File: config.mk
export PLATFORM = sky130hd
export DESIGN_NAME = spmv_acc
export DESIGN_NICKNAME = d
export VERILOG_FILES = /design/src/hw/rtl/spmv_pkg.sv /design/src/hw/rtl/spmv_acc.sv
export SDC_FILE = /design/constraint.sdc
export NUM_CORES = 1
export LEC_CHECK = 0
export BUFFER_PORTS_ARGS = -buffer_cell sky130_fd_sc_hd__buf_2
export CAP_MARGIN = 20
export CORE_ASPECT_RATIO = 1.2
export CORE_MARGIN = 5
export CORE_UTILIZATION = 25
export CTS_CLUSTER_SIZE = 24
export DETAILED_ROUTE_END_ITERATION = 16
export GPL_TIMING_DRIVEN = 0
export PLACE_DENSITY = 0.45
export SLEW_MARGIN = 20
export SYNTH_ARGS = -nofsm -noshare
export SYNTH_HDL_FRONTEND = slang
export SYNTH_SLANG_ARGS = --single-unit
File: constraint.sdc
create_clock -name clk -period 6.92 [get_ports clk]
set_input_delay 0.346 -clock clk [delete_from_list [all_inputs] [get_ports clk]]
set_output_delay 0.346 -clock clk [all_outputs]
set_load 0.005 [all_outputs]
File: src/hw/rtl/spmv_pkg.sv
`default_nettype none

package spmv_pkg;

	// fixed field widths
	localparam int INDEX_W = 10;
	localparam int VALUE_W = 32;
	localparam int SUM_W   = 64;
	localparam int ROW_W   = 16;

	localparam logic [ROW_W-1:0] ROW_COUNT_RST = 16'hFFFF;

	// input item commands; code 3 means nothing and is dropped
	typedef enum logic [1:0] {
		CMD_LOAD    = 2'd0,
		CMD_NONZERO = 2'd1,
		CMD_EMPTY   = 2'd2
	} cmd_t;

	typedef struct packed {
		cmd_t                      command;
		logic [INDEX_W-1:0]        index;
		logic signed [VALUE_W-1:0] value;
		logic                      last_in_row;
	} item_t;

	typedef struct packed {
		logic signed [SUM_W-1:0] row_sum;
		logic [ROW_W-1:0]        row_index;
	} result_t;

	// product stage handed to the accumulator
	typedef struct packed {
		logic                    valid;
		cmd_t                    command;
		logic                    last_in_row;
		logic signed [SUM_W-1:0] product;
	} mac_t;

endpackage

`default_nettype wire

File: src/hw/rtl/spmv_acc.sv
`default_nettype none

module spmv_acc (
	input  wire logic                          clk,
	input  wire logic                          arst_n,
	input  wire spmv_pkg::mac_t                mac,
	input  wire logic [spmv_pkg::ROW_W-1:0]    row_count,
	output logic                               advance,
	output logic                               result_valid,
	input  wire logic                          result_stall,
	output spmv_pkg::result_t                  result
);
	import spmv_pkg::*;

	logic signed [SUM_W-1:0] acc_q;
	logic [ROW_W-1:0]        row_q;
	logic signed [SUM_W-1:0] sum;
	logic                    ovf;
	logic signed [SUM_W-1:0] sat_sum;
	logic                    emits;
	logic                    out_free;
	logic [ROW_W:0]          row_next;
	logic [ROW_W-1:0]        row_wrap;

	// saturating add of the product into the row sum
	always_comb begin
		sum = acc_q + mac.product;
		ovf = (acc_q[SUM_W-1] == mac.product[SUM_W-1]) && (sum[SUM_W-1] != acc_q[SUM_W-1]);
		if (!ovf) begin
			sat_sum = sum;
		end else if (acc_q[SUM_W-1]) begin
			sat_sum = {1'b1, {(SUM_W-1){1'b0}}};
		end else begin
			sat_sum = {1'b0, {(SUM_W-1){1'b1}}};
		end
	end

	// does this item close a row
	always_comb begin
		case (mac.command)
			CMD_NONZERO: emits = mac.last_in_row;
			CMD_EMPTY:   emits = 1'b1;
			default:     emits = 1'b0;
		endcase
	end

	assign out_free = !result_valid || !result_stall;
	assign advance  = mac.valid && (!emits || out_free);

	// row number wraps once it reaches the row count
	assign row_next = {1'b0, row_q} + {{ROW_W{1'b0}}, 1'b1};
	assign row_wrap = (row_next >= {1'b0, row_count}) ? '0 : row_next[ROW_W-1:0];

	// accumulator and row counter
	always_ff @(posedge clk or negedge arst_n) begin
		if (!arst_n) begin
			acc_q <= '0;
			row_q <= '0;
		end else if (advance) begin
			case (mac.command)
				CMD_NONZERO: begin
					if (mac.last_in_row) begin
						acc_q <= '0;
						row_q <= row_wrap;
					end else begin
						acc_q <= sat_sum;
					end
				end
				CMD_EMPTY: begin
					acc_q <= '0;
					row_q <= row_wrap;
				end
				default: begin
					acc_q <= acc_q;
				end
			endcase
		end
	end

	// output register
	always_ff @(posedge clk or negedge arst_n) begin
		if (!arst_n) begin
			result_valid <= 1'b0;
		end else if (advance && emits) begin
			result_valid <= 1'b1;
		end else if (!result_stall) begin
			result_valid <= 1'b0;
		end
	end

	always_ff @(posedge clk) begin
		if (advance && emits) begin
			result.row_sum   <= (mac.command == CMD_NONZERO) ? sat_sum : acc_q;
			result.row_index <= row_q;
		end
	end

endmodule

`default_nettype wire

* Word level (Yosys, flattened, before mapping)
Index checks and enable logic that the tools add are counted.
** Operators by class
- Add/subtract/negate cells :: 2
- Order comparisons :: 1
- Equality and inequality tests :: 6
- Muxes and demuxes :: 11
- Reductions and logical operators :: 11
** Operators with widths (number)
- $mux W64 :: 4
- $pmux W64 S2 :: 1
- $add A64 B64 Y64 :: 1
- $mux W16 :: 2
- $pmux W16 S2 :: 1
- $add A16 B1 Y17 const B :: 1
- $ge A17 B16 Y1 :: 1
- $logic_and A1 B1 Y1 :: 3
- $logic_not A1 Y1 :: 3
- $reduce_and A3 Y1 :: 1
- $eq A2 B1 Y1 const B :: 1
- $eq A2 B2 Y1 const B :: 1
- $logic_or A1 B1 Y1 :: 2
- $mux W1 :: 2
- $ne A2 B1 Y1 const B :: 1
- $ne A2 B2 Y1 const B :: 1
- $pmux W1 S2 :: 1
- $reduce_and A2 Y1 :: 1
- $reduce_bool A2 Y1 :: 1
- $eq A1 B1 Y1 :: 1
- $ne A1 B1 Y1 :: 1
** Storage, ports and cells
- Flip-flop bits (word level) :: 161
- Input bits :: 87
- Output and inout port bits :: 82
- Logic and storage cells :: 36

* Logic depth before layout (Yosys ltp)
- Word-level depth :: 7
- Gate-level depth with buffers :: 15
- Gate-level depth less buffers :: 14

* Worst setup path after synthesis
Ideal clock, no wire load.
- Kind :: input to register
- Start point :: input port mac[66] in the netlist's numbering
- End point :: register result[0] in the netlist's numbering (enable)
- Data arrival time :: 5.057 ns
- Required time :: 6.401 ns
- Path slack :: 1.344 ns
- Stages on the path :: 9
- Path buffers :: 3
- Cells stage by stage :: inv_1 > ha_1 > a21oi_1 > o31ai_1 > or2_2 > clkbuf_1 > clkbuf_1 > clkbuf_1 > nor2_1
** On the way
- Cells in the longest elaborated chain, start to end :: 6
- Elaborated cells on any way between the ends :: 7
- Classes of those cells :: eq/ne (2); mux (1); reduce/logical (4)
** Ends and longest elaborated chain
- start: declaration :: line spmv_acc.sv:6 : input wire spmv_pkg::mac_t mac,
- $eq A2 B2 Y1 or $eq A2 B1 Y1 (tied branches) :: line spmv_acc.sv:40 : case (mac.command)
- $pmux W1 S2 * :: line spmv_acc.sv:40
- $logic_not A1 Y1 :: line spmv_acc.sv:48 : assign advance = mac.valid && (!emits || out_free);
- $logic_or A1 B1 Y1 :: line spmv_acc.sv:48
- $logic_and A1 B1 Y1 :: line spmv_acc.sv:48
- $logic_and A1 B1 Y1 * :: line spmv_acc.sv:92 : if (advance && emits) begin
- end: declaration :: line spmv_acc.sv:11 : output spmv_pkg::result_t result
Mark *: on every way between the ends. The rest lies on a longest branch, timed or not.
A chain may end at the register's enable or synchronous reset.

* Final worst setup path
- Start point :: register row_q[0]
- End point :: register row_q[2]
** On the way
- Cells in the longest elaborated chain, start to end :: 5
** Ends and longest elaborated chain
- start: declaration :: line spmv_acc.sv:16 : logic [ROW_W-1:0] row_q;
- start signal: assignment :: line spmv_acc.sv:64 : row_q <= row_wrap;
- start signal: assignment :: line spmv_acc.sv:71 : row_q <= row_wrap;
- $add A16 B1 Y17 * :: line spmv_acc.sv:51 : assign row_next = {1'b0, row_q} + {{ROW_W{1'b0}}, 1'b1};
- $ge A17 B16 Y1 :: line spmv_acc.sv:52 : assign row_wrap = (row_next >= {1'b0, row_count}) ? '0 : row_next[ROW_W-1:0];
- $mux W16 * :: line spmv_acc.sv:52
- $mux W16 :: line spmv_acc.sv:62 : if (mac.last_in_row) begin
- $pmux W16 S2 * :: line spmv_acc.sv:60 : case (mac.command)
Mark *: on every way between the ends. The rest lies on a longest branch, timed or not. The select of a mux whose other input is x is not followed.

==> impl_metrics.csv <==
group,metric,value,unit
logic_synthesis,synth_edf_count,80,
grt,grt_use_total,16.2,%
timing,skew,0.0145,ns
logic_synthesis,yosys.cell_count.top_type,"a21oi_1",
die,core_area,45900,µm²
run,drv_cap,0,
clock_network,clk_pin_slew,0.07,ns
timing,relSlewSlack,44.4,%
grt,overflow,0,
drt,routed_wl,41400,µm
logic_synthesis,synth_cell_types,91,
timing,setup_ws,2.83,ns
place,gp_congestion,0.893,
logic_synthesis,synth_top_area_share,20.7,%
timing,timing.fmax,245,MHz
timing,hold_viol,0,
power_and_ir_drop,leakage,6.25,nW
die,die_y,246,µm
grt,grt_start_max_net_pins,43,
final_layout,drive_gt1_share,18.6,%
die,die-width,207,µm
place,place_ws,2.86,ns
grt,grt_pass1_vias,10600,
grt,grt_antenna_before_repair,5,
worst_setup_path,crit_fanout,10,
worst_setup_path,cp-start-kind,"flop",
grt,grt_pass1_wl,62800,µm
power_and_ir_drop,vdd_drop_max,199,µV
drt,avgViaCountPerCell,4.95,
clock_network,cts_setup_buffers,0,
logic_synthesis,synth_area,11600,µm²
timing,holdWs,0.126,ns
outcome,outcome,"complete, no violations",
power_and_ir_drop,power_density,327,nW/µm²
clock_network,htree_levels,4,
drt,drt_pass1_iterations,5,
worst_setup_path,critPathCaptureType,"flop",
clock_network,post_cts_resized,0,
clock_network,cts_tree,"yes",
logic_synthesis,synth_top_cell_by_area,"edfxtp_1",
logic_synthesis,yosysSeqAreaShare,38.2,%
clock_network,cts.sinks,161,
worst_setup_path,path_delay_family,"compound AO/OA/AOI/OAI gates",
logic_synthesis,synthArstFlopShare,50.3,%
clock_network,clk_path_buf_depth,2,
logic_synthesis,synth_ff_type,"dfrtp_1",
place,hpwl,32700,µm
logic_synthesis,ys_top_cells_by_area,"edfxtp_1 21%, dfrtp_1 17%, ha_1 8.9%, a21oi_1 8.0%, nand2_1 5.4%",
logic_synthesis,syn-mean-instance-area,8.79,µm²
worst_setup_path,cp.required,7.28,ns
worst_setup_path,crit_chain,"ha_1 > nand3_1 > nor2_1 > nand3_1 > xnor2_1 > ha_1 > nand4_1 > a21oi_1 > a211oi_1 > o21ai_0 > a21oi_1 > o211ai_1 > clkbuf_1 > nor3b_1 > a21o_1",
logic_synthesis,synthTopCellsByCount,"185 x a21oi_1, 166 x nand2_1, 118 x nor2_1",
timing,setup_viol,0,
timing,finalCritPeriodShare,59.1,%
die,ios,169,
logic_synthesis,yosysWarningCount,0,
drt,drc_errors,0,
hold_path,min-delay-path-class,"primary input to flop",
timing,min_period,4.09,ns
final_layout,area_delta_synth_final,20.5,%
clock_network,numCtsBuffers,17,
logic_synthesis,ys_seq_elements,161,
drt,dr.first_iter.drc_count,600,
drt,num_vias,10600,
timing,worst_pin_slew,0.827,ns
drt,wl_per_cell,19.3,µm
worst_setup_path,cpPeakStageDelay,0.61,ns
final_layout,layout.nets,1681,
worst_setup_path,path_buf_inv,1,
clock_network,cts-root-buf,"clkbuf_16",
worst_setup_path,cp.arrival,4.45,ns
logic_synthesis,netlist_instances,1319,
drt,ant_nets,0,
die,dieArea,50800,µm²
timing,slew_violations,0,
worst_setup_path,slowest_stage,"o211ai_1",
timing,rsz0062_at_grt,"no",
place,portBuffers,168,
logic_synthesis,syn-num-nets,1489,
die,std_cell_rows,86,
die,initial_utilization,25.2,%
worst_setup_path,path_class,"flop to flop",
clock_network,clk_latency,0.47,ns
[tightest hold or removal path, delay by kind of cell]
family          cells  cell delay (ns)
compound gates      1             0.07
buf+inv             1             0.08
simple gates        1             0.06
[power by group]
| part | switching [mW] | internal (mW) |
|---|---|---|
| logic | 1.35 | 0.825 |
| clock network | 0.468 | 0.616 |
| registers | 0.127 | 1.19 |
| total | 1.94 | 2.63 |
[metrics by stage]
step / utilization, % / TNS, ns / cells / cell area [µm²] / power (mW)
detailed placement: 29.0 / 0 / 2107 / 13300 / 3.50
finish: 30.4 / 0 / 2142 / 14000 / 4.57
global placement: 28.7 / -151.61 / 2103 / 13200 / 3.49
CTS: 30.4 / 0 / 2140 / 14000 / 4.62
floorplan: - / 0 / 1319 / 11600 / 2.90
global route: 30.4 / 0 / 2140 / 14000 / 4.92
[logic make-up (layout without fill, tap and decap cells)]
kind of cell             after synthesis  after routing  share of synthesized area [%]
AO/OA/AOI/OAI                        455            455                           25.5
XOR/XNOR                              67             67                           5.06
adder cells (fa/ha/maj)               83             83                           9.02
buffers and inverters                123            328                           4.59
flip-flops                           161            161                           38.2
multiplexers                           7              7                          0.637
other                                  0              2                              0
AND/OR/NAND/NOR                      423            423                           17.0
[state kept, by name, indices dropped and copies added, names as in the netlist]
| signal | count |
|---|---|
| acc_q | 64 |
| result | 80 |
| result_valid | 1 |
| row_q | 16 |
[worst paths after layout]
path                            cells past startpoint                       end                   from  slack, ns
worst min-delay path                                3  result_valid$_DFFE_PN0P_           result_stall       0.13
min in group asynchronous                           2  result_valid$_DFFE_PN0P_                 arst_n       0.38
worst min register to register                      0      result[13]$_DFFE_PP_  row_q[13]$_DFFE_PN0P_       0.51
max in group asynchronous                           3     acc_q[36]$_DFFE_PN0P_                 arst_n       5.94
worst max register to register                     15      row_q[2]$_DFFE_PN0P_   row_q[0]$_DFFE_PN0P_       2.83
worst max-delay path                               15      row_q[2]$_DFFE_PN0P_   row_q[0]$_DFFE_PN0P_       2.83
[cells in the final DEF, fill, tap and decap left out, types with 28 or more instances in the layout]
cell type,instances
o21ai_0,86
edfxtp_1,80
buf_2,189
nand2_1,166
inv_1,40
a21o_1,50
a21oi_1,185
dfrtp_1,81
ha_1,82
xnor2_1,39
nor2_1,117
clkbuf_1,51
nand4_1,32
xor2_1,28
[metal layers]
| layer | track usage [%] | wire length, µm | part of all wire (%) | up-vias |
|---|---|---|---|---|
| met2 | 28.6 | 20900 | 50 | 235 |
| met3 | 3.42 | 1930 | 4.7 | 49 |
| li1 | - | - | - | 5180 |
| met5 | 0 | 47 | 0.11 | - |
| met4 | 5.11 | 959 | 2.3 | 6 |
| met1 | 19.5 | 17600 | 42 | 5127 |
[final cells by class]
type / count / area [µm²]
diodes: 2 / 5.00
plain buffers: 83 / 382
well taps: 616 / 771
flip-flops and latches: 161 / 4430
inverters: 40 / 150
clock buffers: 17 / 425
clock inverters: 15 / 219
repair buffers: 173 / 952
fillers: 4958 / 32000
multi-input cells: 1035 / 6640
[timing repair]
action | 4_1_cts | 5_1_grt
setup endpoints to repair | 0 | 0
hold buffers | 1 | 0
hold endpoints to repair | 41 | 0
(Power assumes the default switching activity.)
